**config.mk**
```make
export PLATFORM = sky130hd
export DESIGN_NAME = plt_regs
export DESIGN_NICKNAME = d
export VERILOG_FILES = /design/src/plt_pkg.sv /design/src/plt_regs.sv
export SDC_FILE = /design/constraint.sdc
export NUM_CORES = 1
export LEC_CHECK = 0
export BUFFER_PORTS_ARGS = -buffer_cell sky130_fd_sc_hd__buf_2
export CORE_ASPECT_RATIO = 1.4
export CORE_MARGIN = 1
export CORE_UTILIZATION = 47
export DETAILED_ROUTE_END_ITERATION = 8
export PLACE_DENSITY = 0.79
export SYNTH_ARGS = -nofsm -noshare
export SYNTH_HDL_FRONTEND = slang
export SYNTH_SLANG_ARGS = --single-unit
```
**constraint.sdc**
```tcl
create_clock -name clk -period 4.1 [get_ports clk]
set_clock_uncertainty 0.05 [all_clocks]
set_input_delay 1.025 -clock clk [delete_from_list [all_inputs] [get_ports clk]]
set_output_delay 1.025 -clock clk [all_outputs]
set_load 0.03 [all_outputs]
```
**src/plt_pkg.sv**
```systemverilog
// Shared types, constants and fixed-point helpers for the Plucker line pose transform.
package plt_pkg;

  // Number formats: components are Q(W/2).(W/2), rotation entries are Q2.(W-2).
  localparam int COMPONENT_WIDTH = 32;
  localparam int ROT_WIDTH       = 16;
  localparam int COMP_FRAC       = COMPONENT_WIDTH / 2;
  localparam int ROT_FRAC        = ROT_WIDTH - 2;
  localparam int ROW_WIDTH       = 3 * ROT_WIDTH;

  // Configuration port geometry: seven registers at eight-byte spacing.
  localparam int CFG_DATA_WIDTH  = 64;
  localparam int CFG_ADDR_WIDTH  = 6;
  localparam int CFG_IDX_LSB     = 3;

  // Internal arithmetic widths.
  localparam int PROD_WIDTH      = ROT_WIDTH + COMPONENT_WIDTH;
  localparam int DOT_WIDTH       = PROD_WIDTH + 3;
  localparam int DOT_RND_WIDTH   = DOT_WIDTH + 1 - ROT_FRAC;
  localparam int PROD2_WIDTH     = 2 * COMPONENT_WIDTH;
  localparam int CROSS_WIDTH     = PROD2_WIDTH + 1;
  localparam int CROSS_RND_WIDTH = CROSS_WIDTH + 1 - COMP_FRAC;
  localparam int SUM_WIDTH       = (DOT_RND_WIDTH > CROSS_RND_WIDTH ?
                                    DOT_RND_WIDTH : CROSS_RND_WIDTH) + 1;

  // Queue between the front and back parts.
  localparam int QUEUE_DEPTH     = 4;
  localparam int QUEUE_AW        = $clog2(QUEUE_DEPTH);

  typedef logic signed [COMPONENT_WIDTH-1:0] comp_t;
  typedef logic signed [ROT_WIDTH-1:0]       rot_t;
  typedef logic signed [PROD_WIDTH-1:0]      prod_t;
  typedef logic signed [DOT_WIDTH-1:0]       dot_t;
  typedef logic signed [DOT_RND_WIDTH-1:0]   dot_rnd_t;
  typedef logic signed [PROD2_WIDTH-1:0]     prod2_t;
  typedef logic signed [CROSS_WIDTH-1:0]     cross_t;
  typedef logic signed [CROSS_RND_WIDTH-1:0] cross_rnd_t;
  typedef logic signed [SUM_WIDTH-1:0]       sum_t;

  localparam rot_t  ROT_RESET_ENTRY = rot_t'(4096);
  localparam comp_t COMP_MAX = {1'b0, {(COMPONENT_WIDTH-1){1'b1}}};
  localparam comp_t COMP_MIN = {1'b1, {(COMPONENT_WIDTH-1){1'b0}}};

  // Register indexes on the configuration port.
  typedef enum logic [2:0] {
    REG_ROT_ROW0 = 3'd0,
    REG_ROT_ROW1 = 3'd1,
    REG_ROT_ROW2 = 3'd2,
    REG_TRANS_X  = 3'd3,
    REG_TRANS_Y  = 3'd4,
    REG_TRANS_Z  = 3'd5,
    REG_INVERSE  = 3'd6
  } reg_idx_t;

  // Input line: moment then direction.
  typedef struct packed {
    comp_t moment_x;
    comp_t moment_y;
    comp_t moment_z;
    comp_t dir_x;
    comp_t dir_y;
    comp_t dir_z;
  } line_t;

  // Transformed line and saturation flag.
  typedef struct packed {
    comp_t out_moment_x;
    comp_t out_moment_y;
    comp_t out_moment_z;
    comp_t out_dir_x;
    comp_t out_dir_y;
    comp_t out_dir_z;
    logic  overflow;
  } result_t;

  // Pose held in configuration.
  typedef struct packed {
    logic [2:0][ROW_WIDTH-1:0]       rot;
    logic [2:0][COMPONENT_WIDTH-1:0] trans;
    logic                            inv;
  } cfg_t;

  // One queued transaction: the line and the pose direction it was tagged with.
  typedef struct packed {
    line_t line;
    logic  inv;
  } q_entry_t;

  // Handshake from the front part into the queue.
  typedef struct packed {
    logic     valid;
    q_entry_t entry;
  } q_push_t;

  typedef struct packed {
    comp_t value;
    logic  ovf;
  } sat_t;

  // Round to nearest, ties upward, dropping the rotation fraction bits.
  function automatic dot_rnd_t round_dot(dot_t x);
    logic signed [DOT_WIDTH:0] t;
    t = {x[DOT_WIDTH-1], x};
    t = t + ((DOT_WIDTH+1)'(1) << (ROT_FRAC - 1));
    return t[DOT_WIDTH:ROT_FRAC];
  endfunction

  // Round to nearest, ties upward, dropping the component fraction bits.
  function automatic cross_rnd_t round_cross(cross_t x);
    logic signed [CROSS_WIDTH:0] t;
    t = {x[CROSS_WIDTH-1], x};
    t = t + ((CROSS_WIDTH+1)'(1) << (COMP_FRAC - 1));
    return t[CROSS_WIDTH:COMP_FRAC];
  endfunction

  function automatic sum_t widen_dot(dot_rnd_t x);
    return {{(SUM_WIDTH-DOT_RND_WIDTH){x[DOT_RND_WIDTH-1]}}, x};
  endfunction

  function automatic sum_t widen_cross(cross_rnd_t x);
    return {{(SUM_WIDTH-CROSS_RND_WIDTH){x[CROSS_RND_WIDTH-1]}}, x};
  endfunction

  // Clamp to the component range and report whether the clamp took effect.
  function automatic sat_t saturate(sum_t x);
    sat_t r;
    logic [SUM_WIDTH-COMPONENT_WIDTH:0] hi;
    hi = x[SUM_WIDTH-1:COMPONENT_WIDTH-1];
    if ((&hi) || !(|hi)) begin
      r.value = x[COMPONENT_WIDTH-1:0];
      r.ovf   = 1'b0;
    end else begin
      r.value = x[SUM_WIDTH-1] ? COMP_MIN : COMP_MAX;
      r.ovf   = 1'b1;
    end
    return r;
  endfunction

endpackage

```
**src/plt_regs.sv**
```systemverilog
// Configuration register file behind the APB-style port.
module plt_regs
  import plt_pkg::*;
(
  input  logic                      clk,
  input  logic                      rst,
  input  logic                      psel,
  input  logic                      penable,
  input  logic                      pwrite,
  input  logic [CFG_ADDR_WIDTH-1:0] paddr,
  input  logic [CFG_DATA_WIDTH-1:0] pwdata,
  output logic [CFG_DATA_WIDTH-1:0] prdata,
  output logic                      pready,
  output cfg_t                      cfg
);

  reg_idx_t idx;
  logic     wr;

  assign idx    = reg_idx_t'(paddr[CFG_ADDR_WIDTH-1:CFG_IDX_LSB]);
  assign wr     = psel && penable && pwrite;
  assign pready = 1'b1;

  // Register writes; the diagonal of the rotation resets to a constant entry.
  always_ff @(posedge clk) begin
    if (rst) begin
      cfg.rot[0] <= ROW_WIDTH'(ROT_RESET_ENTRY);
      cfg.rot[1] <= ROW_WIDTH'(ROT_RESET_ENTRY) << ROT_WIDTH;
      cfg.rot[2] <= ROW_WIDTH'(ROT_RESET_ENTRY) << (2 * ROT_WIDTH);
      cfg.trans  <= '0;
      cfg.inv    <= 1'b0;
    end else if (wr) begin
      unique case (idx)
        REG_ROT_ROW0: cfg.rot[0]   <= pwdata[ROW_WIDTH-1:0];
        REG_ROT_ROW1: cfg.rot[1]   <= pwdata[ROW_WIDTH-1:0];
        REG_ROT_ROW2: cfg.rot[2]   <= pwdata[ROW_WIDTH-1:0];
        REG_TRANS_X:  cfg.trans[0] <= pwdata[COMPONENT_WIDTH-1:0];
        REG_TRANS_Y:  cfg.trans[1] <= pwdata[COMPONENT_WIDTH-1:0];
        REG_TRANS_Z:  cfg.trans[2] <= pwdata[COMPONENT_WIDTH-1:0];
        REG_INVERSE:  cfg.inv      <= pwdata[0];
        default: ;
      endcase
    end
  end

  // Read-back multiplexer.
  always_comb begin
    unique case (idx)
      REG_ROT_ROW0: prdata = CFG_DATA_WIDTH'(cfg.rot[0]);
      REG_ROT_ROW1: prdata = CFG_DATA_WIDTH'(cfg.rot[1]);
      REG_ROT_ROW2: prdata = CFG_DATA_WIDTH'(cfg.rot[2]);
      REG_TRANS_X:  prdata = CFG_DATA_WIDTH'(cfg.trans[0]);
      REG_TRANS_Y:  prdata = CFG_DATA_WIDTH'(cfg.trans[1]);
      REG_TRANS_Z:  prdata = CFG_DATA_WIDTH'(cfg.trans[2]);
      REG_INVERSE:  prdata = CFG_DATA_WIDTH'(cfg.inv);
      default:      prdata = '0;
    endcase
  end

endmodule

```
After elaboration in Yosys (flattened, before gate mapping)
Index checks and enable logic that the tools add are counted.
{"block": "word_totals", "out_inout_bits": 306, "n_memories": 0, "latch_bits": 0, "in_bits": 75, "mem_bits_rw": 0, "rom_bits": 0, "word_cells": 24, "reg_bits": 241}
{"block": "classes", "shift": 0, "addsub": 0, "bitwise_logic": 0, "reduce_logical": 10, "n_div": 0, "order_cmp": 0, "n_eq_ne": 6, "muxes": 1, "n_mul": 0}
{"op": "one-hot mux 48 bit (7 select lines)", "n": 1}
{"op": "AND reduction 2 bit", "n": 7}
{"op": "equality test 3 bit, second input constant", "n": 3}
{"op": "equality test 3 x 2 -> 1 bit, second input constant", "n": 2}
{"op": "equality test 3 x 1 -> 1 bit, second input constant", "n": 1}
{"op": "zero test 3 bit", "n": 1}
{"op": "logical AND 1 bit", "n": 2}

Logic depth before layout (Yosys ltp)
{"block": "logic_depth", "depth_word": 3, "mapped_depth": 6, "ltp_nobuf": 3}

Worst setup path after synthesis
Ideal clock, no wire load.
{"block": "synth_path", "path_type": "input to output", "start": "input port paddr[3]", "end": "output port prdata[0]", "path_stages": 5, "slack_ns": 0.568, "n_path_buf": 2, "arrival_ns": 2.457, "required_time_ns": 3.025, "cell_sequence": "buf_6 buf_4 mux2i_1 o221a_2 a221oi_1"}
{"block": "synth_via", "elab_chain_cells": 2, "elab_cells_between_ends": 8, "cone_classes": "eq/ne (6); mux (1); reduce/logical (1)"}
{"item": "from (decl)", "line": "plt_regs.sv:10", "rtl": "input logic [CFG_ADDR_WIDTH-1:0] paddr,"}
{"item": "equality test 3 bit, or another cell as far along", "line": "plt_regs.sv:48", "rtl": "unique case (idx)"}
{"item": "one-hot mux 48 bit (7 select lines) (*)", "line": "plt_regs.sv:48"}
{"item": "to (decl)", "line": "plt_regs.sv:12", "rtl": "output logic [CFG_DATA_WIDTH-1:0] prdata,"}
Mark *: on every way between the ends. The rest lies on a longest branch, timed or not.

Worst setup path in the final report
{"block": "layout_path", "start": "input port paddr[3]", "end": "output port prdata[19]"}
The elaborated chain is that of the path after synthesis.

==> summary.txt <==
Status
  – Outcome: finished clean

Floorplan
  – Die height: 188.3 µm
  – Initial core utilization: 48.25%
  – IO Pins: 381
  – Die W: 135.1 µm
  – Rows: 67
  – Core area: 24140 µm²
  – Die Area: 25430 µm²

Routing
  – Avg WL per Cell: 20.42 µm
  – Post-route DRC violation count: 0
  – Vias: 10480
  – Antenna Nets Post-Route: 0
  – Initial DRC count: 637
  – Router iterations before antenna repair: 5
  – Final wirelength: 37460 µm
  – Vias per inst: 5.716

Clock network
  – Worst-Skew Late Latency: 0.52 ns
  – TritonCTS buffer count: 24
  – CTS clock-pin slew for the worst setup and hold paths: 0.06 ns
  – H-tree depth: 1
  – Max clock buf depth: 3
  – TritonCTS clock tree: done
  – Clock tree sinks: 241
  – PostCTS Resize Cnt: 0
  – Post CTS Setup Buffer Count: 0
  – CTS root buffer: clkbuf_16
  – Hold-fix buffers, CTS: 0

Power
  – Switch Pwr: 1.232 mW
  – Pwr Total: 4.992 mW
  – P_int: 3.759 mW
  – Pwr dens: 351.1 nW/µm²
  – Clock power frac: 43.3%
  – Maximum resistive drop on vdd: 276.4 µV
  – Switching Fraction: 24.69%
  – Sequential Power Share: 47.5%
  – Comb pwr share: 9.2%
  – LEAKAGE: 6.831 nW

STA
  – Setup TNS: 0 ns
  – Period minus WS final: 3.767 ns
  – Slew Limit Fails: 0
  – RSZ-0062 raised after global routing: false
  – Hold Vio Cnt, Final: 0
  – Max_slew headroom: 35.27%
  – Fmax: 265.5 MHz
  – Final setup violation count: 0
  – Tightest Pin Transition: 0.9700 ns
  – Final worst-path cycle share: 91.88%

Run
  – Max-cap violations: 0

Logic synthesis
  – Ys async rst share: 0%
  – Post-synthesis sequential area ratio: 41.42%
  – Number of distinct library cells after synthesis: 40
  – Mapped Cells: 1218
  – Ys Warns: 0
  – Syn Std Cell Area: 11650 µm²
  – Synthesized area per cell: 9.564 µm²
  – Post-synth EDFFs: 0
  – Flops & latches, synth: 241
  – Most used DFF post-synth: dfxtp_1

Layout
  – Final net count: 1580
  – Max FFs per register: 241
  – Final cell count without fillers: 1834
  – Fill cells: 2146
  – Reg with most FFs: cfg
  – Share of layout cells above drive strength 1: 30.20%
  – Largest registers: cfg x241
  – Area growth syn-to-layout: 22.06%

Placed design
  – Routability congestion estimate: 0.8281
  – Post-DP HPWL: 24490 µm
  – Total placed cells including tap cells: 1789
  – Port Buffers: 344

Worst setup path
  – Startpoint Class: input pin
  – Crit Path Max Fanout: 19
  – Worst R2R Start: cfg[109]$_SDFFE_PP1P_
  – Crit Path Class: input pin to primary output
  – Crit path from: paddr[3]
  – Critical path arrival: 2.69 ns
  – Worst EP required: 3.02 ns
  – Crit. End Element: primary output

Global route
  – Total GRT Usage: 28.84%
  – Remaining global-route overflow: 0
  – Number of global-route vias before repair: 10420
  – Initial antenna violation count: 4
  – Largest net degree at the start of global routing: 120
  – First-pass GRT wire length: 57470 µm

Worst hold path
  – Min-delay src: cfg[223]$_SDFFE_PP0P_
  – Type of the worst min-delay path: flip-flop to flip-flop
==> area by class of cell <==
type,count,area (µm²),area share [%]
multi-input cells,850,6118,43.03
flip-flops and latches,241,4825,33.93
repair buffers,376,2061,14.49
clock buffers,38,754.5,5.306
well taps,310,387.9,2.728
inverters,12,45.04,0.3168
clock inverters,3,17.52,0.1232
diodes,4,10.01,0.07040
==> critical path: stages <==
cell and delay [ns]:
buf_4 0.31, or2_1 0.68, o32ai_1 0.18, a221o_1 0.30, buf_2 0.18
==> routing by layer <==
| metal | global-route usage, % | up-vias | share of wire, % |
|---|---|---|---|
| li1 | - | 4830 | - |
| met1 | 32.82 | 5059 | 38 |
| met2 | 50.30 | 480 | 49 |
| met3 | 5.085 | 114 | 7.5 |
| met4 | 16.34 | 0 | 5.2 |
| met5 | 0 | - | 0 |
==> per-stage QoR <==
step / util, % / hold WS, ns / setup WS, ns / instance area [µm²]
floorplan: - / 0.5538 / 0.5679 / 11710
global placement: 55.65 / 0.4199 / 0.3774 / 13440
detailed placement: 55.65 / 0.4269 / 0.3704 / 13440
CTS: 58.85 / 0.4357 / 0.3641 / 14210
global route: 58.89 / 0.4561 / 0.2781 / 14220
finish: 58.89 / 0.4373 / 0.3328 / 14220
==> cells in the mapped netlist (3+ instances only) <==
master	n	area share [%]
a221oi_1	5	0.38
mux2_2	32	3.1
o32ai_1	11	0.83
o221ai_1	11	0.83
buf_2	29	1.2
nand3_1	81	3.5
nor2_1	22	0.71
a2bb2oi_1	16	1.2
nor2b_1	3	0.16
dfxtp_1	241	41
a21oi_1	85	3.7
nand2b_1	209	11
buf_6	12	1.2
a221o_1	11	0.95
inv_1	11	0.35
mux2i_1	223	19
buf_4	34	2.2
clkbuf_1	55	1.8
nand2_1	15	0.48
a22oi_1	6	0.39
o32a_1	3	0.26
o21ai_0	84	3.6
==> layout by cell type (no fill, tap or decap), types with 5 or more instances in the layout <==
master,n
mux2_2,32
mux2i_1,223
buf_2,341
buf_4,27
a221o_1,11
a221oi_1,5
buf_12,7
clkbuf_1,5
a2bb2oi_1,16
nand2_1,13
o32ai_1,11
inv_1,11
a22oi_1,6
dfxtp_1,241
clkbuf_16,25
o21ai_0,84
clkbuf_8,8
o221ai_1,11
nor2_1,21
nand3_1,81
conb_1,17
nand2b_1,207
a21oi_1,85
==> power groups by stage <==
stage                     registers [mW]  logic [mW]  clock network, mW
after floorplan                     2.46       0.282                  0
after global placement              2.42       0.451                  0
after detailed placement            2.42       0.456                  0
after CTS                           2.37       0.457               2.19
after global routing                2.37       0.484               2.29
final                               2.37       0.459               2.16
==> cell families (layout without fill, tap and decap cells) <==
logic type             after synthesis  count (layout)  synth area share, %
DFF                                241             241                41.42
and+or+nand+nor                    341             341                17.06
other                                2              21              0.06447
AOI/OAI and AO/OA                  237             237                12.45
muxes                              255             255                22.26
buffers and inverters              142             429                6.756
==> path summary, 6_finish.rpt <==
kind,depth (start not counted),slack (ns),end
min reg2reg,2,0.44,cfg[223]$_SDFFE_PP0P_
max,5,0.33,prdata[19]
max reg2reg,3,3.23,cfg[109]$_SDFFE_PP1P_
min,2,0.44,cfg[223]$_SDFFE_PP0P_
No activity file was read; power rests on OpenSTA's default activity.
