$ cat config.mk
export PLATFORM = sky130hd
export DESIGN_NAME = plt_front
export DESIGN_NICKNAME = d
export VERILOG_FILES = /design/src/plt_pkg.sv /design/src/plt_front.sv
export SDC_FILE = /design/constraint.sdc
export NUM_CORES = 1
export LEC_CHECK = 0
export ABC_AREA = 1
export BUFFER_PORTS_ARGS = -buffer_cell sky130_fd_sc_hd__buf_2
export CORE_AREA = 2 2 152 154
export DETAILED_ROUTE_END_ITERATION = 6
export DIE_AREA = 0 0 154 156
export HOLD_SLACK_MARGIN = 0.08
export PLACE_DENSITY = 0.55
export REMOVE_ABC_BUFFERS = 1
export SYNTH_ARGS = -nofsm -noshare
export SYNTH_HDL_FRONTEND = slang
export SYNTH_SLANG_ARGS = --single-unit
$ cat constraint.sdc
create_clock -name clk -period 7.45 [get_ports clk]
set_input_delay 0.3725 -clock clk [delete_from_list [all_inputs] [get_ports clk]]
set_output_delay 0.3725 -clock clk [all_outputs]
set_load 0.05 [all_outputs]
$ cat src/plt_pkg.sv
// Shared types, constants and fixed-point helpers for the Plucker line pose transform.
package plt_pkg;

  // Number formats: components are Q(W/2).(W/2), rotation entries are Q2.(W-2).
  localparam int COMPONENT_WIDTH = 32;
  localparam int ROT_WIDTH       = 16;
  localparam int COMP_FRAC       = COMPONENT_WIDTH / 2;
  localparam int ROT_FRAC        = ROT_WIDTH - 2;
  localparam int ROW_WIDTH       = 3 * ROT_WIDTH;

  // Configuration port geometry: seven registers at eight-byte spacing.
  localparam int CFG_DATA_WIDTH  = 64;
  localparam int CFG_ADDR_WIDTH  = 6;
  localparam int CFG_IDX_LSB     = 3;

  // Internal arithmetic widths.
  localparam int PROD_WIDTH      = ROT_WIDTH + COMPONENT_WIDTH;
  localparam int DOT_WIDTH       = PROD_WIDTH + 3;
  localparam int DOT_RND_WIDTH   = DOT_WIDTH + 1 - ROT_FRAC;
  localparam int PROD2_WIDTH     = 2 * COMPONENT_WIDTH;
  localparam int CROSS_WIDTH     = PROD2_WIDTH + 1;
  localparam int CROSS_RND_WIDTH = CROSS_WIDTH + 1 - COMP_FRAC;
  localparam int SUM_WIDTH       = (DOT_RND_WIDTH > CROSS_RND_WIDTH ?
                                    DOT_RND_WIDTH : CROSS_RND_WIDTH) + 1;

  // Queue between the front and back parts.
  localparam int QUEUE_DEPTH     = 4;
  localparam int QUEUE_AW        = $clog2(QUEUE_DEPTH);

  typedef logic signed [COMPONENT_WIDTH-1:0] comp_t;
  typedef logic signed [ROT_WIDTH-1:0]       rot_t;
  typedef logic signed [PROD_WIDTH-1:0]      prod_t;
  typedef logic signed [DOT_WIDTH-1:0]       dot_t;
  typedef logic signed [DOT_RND_WIDTH-1:0]   dot_rnd_t;
  typedef logic signed [PROD2_WIDTH-1:0]     prod2_t;
  typedef logic signed [CROSS_WIDTH-1:0]     cross_t;
  typedef logic signed [CROSS_RND_WIDTH-1:0] cross_rnd_t;
  typedef logic signed [SUM_WIDTH-1:0]       sum_t;

  localparam rot_t  ROT_RESET_ENTRY = rot_t'(4096);
  localparam comp_t COMP_MAX = {1'b0, {(COMPONENT_WIDTH-1){1'b1}}};
  localparam comp_t COMP_MIN = {1'b1, {(COMPONENT_WIDTH-1){1'b0}}};

  // Register indexes on the configuration port.
  typedef enum logic [2:0] {
    REG_ROT_ROW0 = 3'd0,
    REG_ROT_ROW1 = 3'd1,
    REG_ROT_ROW2 = 3'd2,
    REG_TRANS_X  = 3'd3,
    REG_TRANS_Y  = 3'd4,
    REG_TRANS_Z  = 3'd5,
    REG_INVERSE  = 3'd6
  } reg_idx_t;

  // Input line: moment then direction.
  typedef struct packed {
    comp_t moment_x;
    comp_t moment_y;
    comp_t moment_z;
    comp_t dir_x;
    comp_t dir_y;
    comp_t dir_z;
  } line_t;

  // Transformed line and saturation flag.
  typedef struct packed {
    comp_t out_moment_x;
    comp_t out_moment_y;
    comp_t out_moment_z;
    comp_t out_dir_x;
    comp_t out_dir_y;
    comp_t out_dir_z;
    logic  overflow;
  } result_t;

  // Pose held in configuration.
  typedef struct packed {
    logic [2:0][ROW_WIDTH-1:0]       rot;
    logic [2:0][COMPONENT_WIDTH-1:0] trans;
    logic                            inv;
  } cfg_t;

  // One queued transaction: the line and the pose direction it was tagged with.
  typedef struct packed {
    line_t line;
    logic  inv;
  } q_entry_t;

  // Handshake from the front part into the queue.
  typedef struct packed {
    logic     valid;
    q_entry_t entry;
  } q_push_t;

  typedef struct packed {
    comp_t value;
    logic  ovf;
  } sat_t;

  // Round to nearest, ties upward, dropping the rotation fraction bits.
  function automatic dot_rnd_t round_dot(dot_t x);
    logic signed [DOT_WIDTH:0] t;
    t = {x[DOT_WIDTH-1], x};
    t = t + ((DOT_WIDTH+1)'(1) << (ROT_FRAC - 1));
    return t[DOT_WIDTH:ROT_FRAC];
  endfunction

  // Round to nearest, ties upward, dropping the component fraction bits.
  function automatic cross_rnd_t round_cross(cross_t x);
    logic signed [CROSS_WIDTH:0] t;
    t = {x[CROSS_WIDTH-1], x};
    t = t + ((CROSS_WIDTH+1)'(1) << (COMP_FRAC - 1));
    return t[CROSS_WIDTH:COMP_FRAC];
  endfunction

  function automatic sum_t widen_dot(dot_rnd_t x);
    return {{(SUM_WIDTH-DOT_RND_WIDTH){x[DOT_RND_WIDTH-1]}}, x};
  endfunction

  function automatic sum_t widen_cross(cross_rnd_t x);
    return {{(SUM_WIDTH-CROSS_RND_WIDTH){x[CROSS_RND_WIDTH-1]}}, x};
  endfunction

  // Clamp to the component range and report whether the clamp took effect.
  function automatic sat_t saturate(sum_t x);
    sat_t r;
    logic [SUM_WIDTH-COMPONENT_WIDTH:0] hi;
    hi = x[SUM_WIDTH-1:COMPONENT_WIDTH-1];
    if ((&hi) || !(|hi)) begin
      r.value = x[COMPONENT_WIDTH-1:0];
      r.ovf   = 1'b0;
    end else begin
      r.value = x[SUM_WIDTH-1] ? COMP_MIN : COMP_MAX;
      r.ovf   = 1'b1;
    end
    return r;
  endfunction

endpackage

$ cat src/plt_front.sv
// Front part: takes input transactions and tags each with the pose direction.
module plt_front
  import plt_pkg::*;
(
  input  logic    clk,
  input  logic    rst,
  input  logic    item_valid,
  output logic    item_stall,
  input  line_t   item,
  input  logic    cfg_inv,
  input  logic    q_full,
  output q_push_t push
);

  logic     held;
  q_entry_t entry;
  logic     accept;
  logic     fire;

  // The holding register frees up whenever the queue has room.
  assign item_stall = held && q_full;
  assign accept     = item_valid && !item_stall;
  assign fire       = held && !q_full;

  always_ff @(posedge clk) begin
    if (rst) begin
      held <= 1'b0;
    end else begin
      held <= accept || (held && !fire);
    end
  end

  always_ff @(posedge clk) begin
    if (accept) begin
      entry.line <= item;
      entry.inv  <= cfg_inv;
    end
  end

  assign push.valid = held;
  assign push.entry = entry;

endmodule

## Word level (Yosys, flattened, before mapping)

Cells that the tools add are included.

- Output and inout port bits: 195
- Flip-flop bits (word level): 194
- Word-level logic and storage cells: 16

- Reduce and logical (&&, ||, !) cells: 8

Operators by type and width:

| kind | count |
|---|---|
| logical AND 1 bit | 4 |
| logical NOT 1 bit | 3 |
| logical OR 1 bit | 1 |

## Longest topological paths before layout

Gate-level depths: netlist of the first run.

- Word-level depth: 5
- Mapped depth: 3

## Least setup slack after synthesis of the first run

No wires, ideal clock.

- Path type: input-to-reg
- From: in q_full
- To: reg entry (netlist bit push[0]) (enable)
- Data arrival time: 5.466 ns
- Path slack: 1.389 ns
- Stages: 3
- Data required time: 6.855 ns
- Library setup time: 0.595 ns
- Path through: nand2_2 inv_2 nor2_2

- Longest elaborated chain between the ends: 3

RTL lines:

| element | line | text |
|---|---|---|
| from (decl) | plt_front.sv:11 | `input logic q_full,` |
| logical AND 1 bit | plt_front.sv:21 | `assign item_stall = held && q_full;` |
| net item_stall | plt_front.sv:8 | `output logic item_stall,` |
| logical NOT 1 bit | plt_front.sv:22 | `assign accept = item_valid && !item_stall;` |
| logical AND 1 bit | plt_front.sv:22 |  |
| net accept | plt_front.sv:17 | `logic accept;` |
| to (decl) | plt_front.sv:16 | `q_entry_t entry;` |

The timed path passes the listed nets, and every way through them passes these cells.
A chain may end at the register's enable or synchronous reset.

## Final worst setup path of the first run

- From: reg held
- To: reg entry (netlist bit push[55]) (enable)

- Longest elaborated chain between the ends: 3

RTL lines:

| element | line | text |
|---|---|---|
| from (decl) | plt_front.sv:15 | `logic held;` |
| from (signal assigned) | plt_front.sv:29 | `held <= accept \|\| (held && !fire);` |
| logical AND 1 bit | plt_front.sv:21 |  |
| logical NOT 1 bit | plt_front.sv:22 |  |
| logical AND 1 bit | plt_front.sv:22 |  |
| net accept | plt_front.sv:17 |  |

The timed path passes the listed nets, and every way through them passes these cells.

==> results of run 1 <==
[area by class of cell]
cell class	instances	area (sq um)
fill	2099	13600
antenna	1	2.50
sequential	194	5820
tap	285	357
clock inverter	14	124
multi-input combinational	3	26.3
clock buffer	17	425
inverter	2	7.51
timing repair buffer	393	1990
[worst min path at each step]
stage	to	start	cells past startpoint
finish	push[120]$_DFFE_PP_	item[119]	1
global route	push[35]$_DFFE_PP_	item[34]	1
CTS	push[35]$_DFFE_PP_	item[34]	1
detailed placement	held$_SDFF_PP0_	held$_SDFF_PP0_	2
global placement	held$_SDFF_PP0_	held$_SDFF_PP0_	2
floorplan	held$_SDFF_PP0_	rst	1
[sequential cells by signal, indices dropped and copies added, names as in the netlist]
register  flops
held          1
push        193
[metal layers]
metal  vias up  share of wire [%]  track usage [%]
met3        18                 11             5.69
met2       236                 50             19.1
met4         2                2.0             6.01
met5         -               0.12                0
met1      1661                 37             12.5
li1       1630                  -                -
[through the flow]
stage	setup WS (ps)	power [uW]	instance area, sq um	utilization [%]	hold slack, ps
2_1_floorplan	1180	1570	5840	-	435
3_3_place_gp	5610	1680	8180	36.6	472
3_5_place_dp	5540	1680	8180	36.6	490
4_1_cts	5680	2540	8740	39.1	90.6
5_1_grt	5590	2600	8740	39.1	86.9
6_report	5600	2500	8740	39.1	117
[layout by cell type (no fill, tap or decap)]
cell type / n
nand2_2: 1
buf_12: 1
clkbuf_16: 17
inv_6: 1
inv_1: 1
inv_8: 4
dlygate4sd3_1: 1
clkinv_4: 7
diode_2: 1
a21oi_2: 1
inv_2: 1
clkinv_2: 1
nor2_4: 1
dfxtp_1: 1
buf_2: 391
edfxtp_1: 193
clkinv_1: 1
[cells by family after synthesis]
logic type             count (synthesis)  share of synthesized area [%]
AO/OA/AOI/OAI                          1                          0.150
buffers and inverters                  3                          0.256
flip-flops                           194                           99.4
AND/OR/NAND/NOR                        2                          0.214
[timing repair]
item / in CTS / in global routing
hold buffers: 1 / 0
resized for setup: 0 / 0
hold endpoints to repair: 1 / 0
[critical path: stages, from the launching register on]
cell and delay, ps:
dfxtp_1 330, nand2_2 90, inv_2 50, nor2_4 90, buf_12 670
[power groups by stage]
stage	clock, uW	sequential, uW	combinational [uW]
after floorplan	0	1550	20.7
after global placement	0	1320	360
after detailed placement	0	1320	364
after CTS	883	1290	364
after global routing	925	1300	375
final	847	1290	360
==> impl_metrics.ini, run 1 <==
[power_and_ir_drop]
p_per_area_mw_per_mm2 = 286
internal_power_uw = 1790
swShare_pct = 28.3
leakage_uw = 0.00372
switching_power_uw = 707
p_clk_share_pct = 33.9
pwr-share-seq_pct = 51.7
peakVddDrop_v = 0.000122
comb_power_share_pct = 14.4

[clock_tree]
h-tree-depth = 4
post_cts_buffers = 0
cts_made_buffers = 17
clock_path_buffers = 2
cts_root_buffer = clkbuf_16
path_clk_slew_ps = 70
cts_tree = built
cts_sinks = 194
clock_latency_ps = 420

[timing]
slew_headroom_pct = 29.2
maxSlewViolCount = 0
tightest_slew_ps = 1060
finalHoldViolCount = 0
finalCritPeriodShare_pct = 24.8
fin_tns_setup_ps = 0
final.min_clock_period_ps = 1850
rsz0062_at_grt = no
fmax_mhz = 541
finalSetupViolCount = 0
fin_skew_ps = 9.87

[critical_path]
worst_ep_arrival_time_ps = 1880
critPathRequiredTime_ps = 7480
start_kind = flip-flop
r2r-end = push[55]$_DFFE_PP_
r2r_start = held$_SDFF_PP0_
end_kind = flip-flop
cp_max_fo = 193
cp-startpoint = held$_SDFF_PP0_
rr_worst_depth = 4
critical_path_class = reg2reg
reg2reg_slack_ps = 5600
crit_path_end = push[55]$_DFFE_PP_

[drt]
drt_iter0_drc = 192
drc = 0
wl_per_cell_um = 16.0
antenna_left = 0
via_count = 3547
vias_per_cell = 3.90
first_pass_iters = 4
wl_um = 14600

[floorplan]
die_area_sq_mm = 0.0240
pin_count = 392
core_sq_mm = 0.0224
initial_core_util_pct = 26.2
rows = 55
die-width_um = 154
die_h_um = 156

[status]
status = finished, final reports clean

[synthesis]
ys_seq_area_share_pct = 99.4
yosys.cell_types.count = 8
synth_warnings = 0
synth_cells = 200
synth_edf_count = 193
ys.flop_type = edfxtp_1
synth_most_common_cell = edfxtp_1
synth.largest_area_cell = edfxtp_1
synth.avg_cell_area_sq_um = 29.3
synthArstFlopShare_pct = 0
syn_area_sq_mm = 0.00585
ys_seq_elements = 194
synth_top_area_share_pct = 99.0
synthTopCellsByArea = edfxtp_1 99%, dfxtp_1 0.34%, a21oi_2 0.15%

[layout]
nets = 808
layoutNonFillerInstCount = 909
syn2layout_area_growth_pct = 49.4
drive_gt1_share_pct = 68.4

[hold_path]
min_path_type = in2reg

[global_routing]
antenna_found_initial = 2
gr-total-overflow = 0
grt_pass1_vias = 3802
grt_max_degree = 194
grt_first_pass_wirelength_um = 20800
grt_usage_pct = 11.6

[placed_design]
numPlacedInstances = 876
gp_congestion = 0.837
dp_hpwl_um = 11000
io_buffers = 391

[flow_run]
maxCapViolCount = 0
Note: power is estimated with default switching activity, not from simulation.
==> run 2, diff against run 1 <==
--- a/config.mk
+++ b/config.mk
@@ -7,9 +7,9 @@
 export LEC_CHECK = 0
 export ABC_AREA = 1
 export BUFFER_PORTS_ARGS = -buffer_cell sky130_fd_sc_hd__buf_2
-export CORE_AREA = 2 2 152 154
+export CORE_AREA = 2 2 154 156
 export DETAILED_ROUTE_END_ITERATION = 6
-export DIE_AREA = 0 0 154 156
+export DIE_AREA = 0 0 156 158
 export HOLD_SLACK_MARGIN = 0.08
 export PLACE_DENSITY = 0.55
 export REMOVE_ABC_BUFFERS = 1
==> constraint.sdc (replaced) <==
create_clock -name clk -period 1.6 [get_ports clk]
set_input_delay 0.08 -clock clk [delete_from_list [all_inputs] [get_ports clk]]
set_output_delay 0.08 -clock clk [all_outputs]
set_load 0.05 [all_outputs]
==> run 2 against run 1 <==
  * The flow now stops in clock tree synthesis (4_1_cts)
  * Area after synthesis unchanged
  * Synthesized cell count unchanged
==> impl_metrics.ini, run 2 <==
[floorplan]
pin_count = 392
die-width_um = 156
rows = 56
die_h_um = 158
initial_core_util_pct = 25.4

[synthesis]
synth_mux_area_share_pct = 0
synth_edf_count = 193
synth.avg_cell_area_sq_um = 29.3
ys_seq_elements = 194
synth_fa_ha_area_share_pct = 0
yosys.cell_types.count = 8
ys_seq_area_share_pct = 99.4
synth_most_common_cell = edfxtp_1
synth-simple-area-share_pct = 0.214
synthXorXnorAreaFrac_pct = 0
synth.largest_area_cell = edfxtp_1
synth_top_area_share_pct = 99.0
synth_cells = 200
synth_top_family_by_area = buffers and inverters
ys.flop_type = edfxtp_1
synth_warnings = 0
synthTopCellsByArea = edfxtp_1 99%, dfxtp_1 0.34%, a21oi_2 0.15%
syn_area_sq_mm = 0.00585
synthArstFlopShare_pct = 0
synth_compound_area_share_pct = 0.150

[clock_tree]
h-tree-depth = 4
cts_sinks = 194
clock_path_buffers = 2
cts_made_buffers = 17
ctsHoldBuffers = 186
cts_root_buffer = clkbuf_16
post_cts_buffers = 0
ctsResizeCount = 0

[placed_design]
numPlacedInstances = 894
io_buffers = 391
dpl_worst_slack_ps = 172
dp_hpwl_um = 11400
gp_congestion = 0.734

[status]
error_line = [ERROR RSZ-0060] Max buffer count reached.
haltStage = clock tree synthesis (4_1_cts)
status = did not finish
==> run 2: cell counts after synthesis <==
Identical to the previous run, type by type.
==> run 2: cell families after synthesis <==
group | after synthesis
DFF | 194
buffers and inverters | 3
AOI/OAI and AO/OA | 1
and+or+nand+nor | 2
==> run 2: per-stage QoR <==
stage	utilization [%]	instance area, sq um
floorplan	-	5840
global placement	36.2	8350
detailed placement	36.2	8350
==> run 3, diff against run 2 <==
--- a/config.mk
+++ b/config.mk
@@ -7,11 +7,10 @@
 export LEC_CHECK = 0
 export ABC_AREA = 1
 export BUFFER_PORTS_ARGS = -buffer_cell sky130_fd_sc_hd__buf_2
-export CORE_AREA = 2 2 154 156
+export CORE_MARGIN = 1
+export CORE_UTILIZATION = 25
 export DETAILED_ROUTE_END_ITERATION = 6
-export DIE_AREA = 0 0 156 158
-export HOLD_SLACK_MARGIN = 0.08
-export PLACE_DENSITY = 0.55
+export PLACE_DENSITY_LB_ADDON = 0.15
 export REMOVE_ABC_BUFFERS = 1
 export SYNTH_ARGS = -nofsm -noshare
 export SYNTH_HDL_FRONTEND = slang
==> constraint.sdc (replaced) <==
create_clock -name clk -period 2.1 [get_ports clk]
set_input_delay 0.105 -clock clk [delete_from_list [all_inputs] [get_ports clk]]
set_output_delay 0.105 -clock clk [all_outputs]
set_load 0.05 [all_outputs]
==> run 3 against run 2 <==
  * The run again fails in clock tree synthesis (4_1_cts)
  * Area after synthesis did not move
  * Synthesized cell count did not move
==> impl_metrics.ini, run 3 <==
[floorplan]
initial_core_util_pct = 25.7
rows = 55
die_h_um = 155
die-width_um = 155
pin_count = 392

[synthesis]
synthArstFlopShare_pct = 0
ys_seq_area_share_pct = 99.4
ys.flop_type = edfxtp_1
synth_warnings = 0
synth_cells = 200
yosys.cell_types.count = 8
ys_seq_elements = 194
synth_edf_count = 193
syn_area_sq_mm = 0.00585
synth_top_area_share_pct = 99.0
synthTopCellsByArea = edfxtp_1 99%, dfxtp_1 0.34%, a21oi_2 0.15%
synth_most_common_cell = edfxtp_1
synth.largest_area_cell = edfxtp_1
synth.avg_cell_area_sq_um = 29.3

[placed_design]
io_buffers = 391
numPlacedInstances = 905
postPlaceCellArea_sq_mm = 0.00824
gp_congestion = 0.705
dp_hpwl_um = 11300

[clock_tree]
cts_made_buffers = 17
ctsHoldBuffers = 188
clock_path_buffers = 2
ctsResizeCount = 0
cts_root_buffer = clkbuf_16
h-tree-depth = 4
cts_sinks = 194
post_cts_buffers = 0

[status]
status = did not finish
error_line = [ERROR RSZ-0060] Max buffer count reached.
haltStage = clock tree synthesis (4_1_cts)
-- run 3: cell counts after synthesis --
No cell type changed its count.
-- run 3: metrics by stage --
| step | worst slack [ps] | TNS, ps |
|---|---|---|
| after floorplan | -4170 | -804430 |
| after global placement | 679 | 0 |
| after detailed placement | 641 | 0 |
-- run 3: cell families after synthesis --
kind of cell           share of synthesized area (%)
flip-flops                                      99.4
buffers and inverters                          0.256
AND/OR/NAND/NOR                                0.214
AO/OA/AOI/OAI                                  0.150
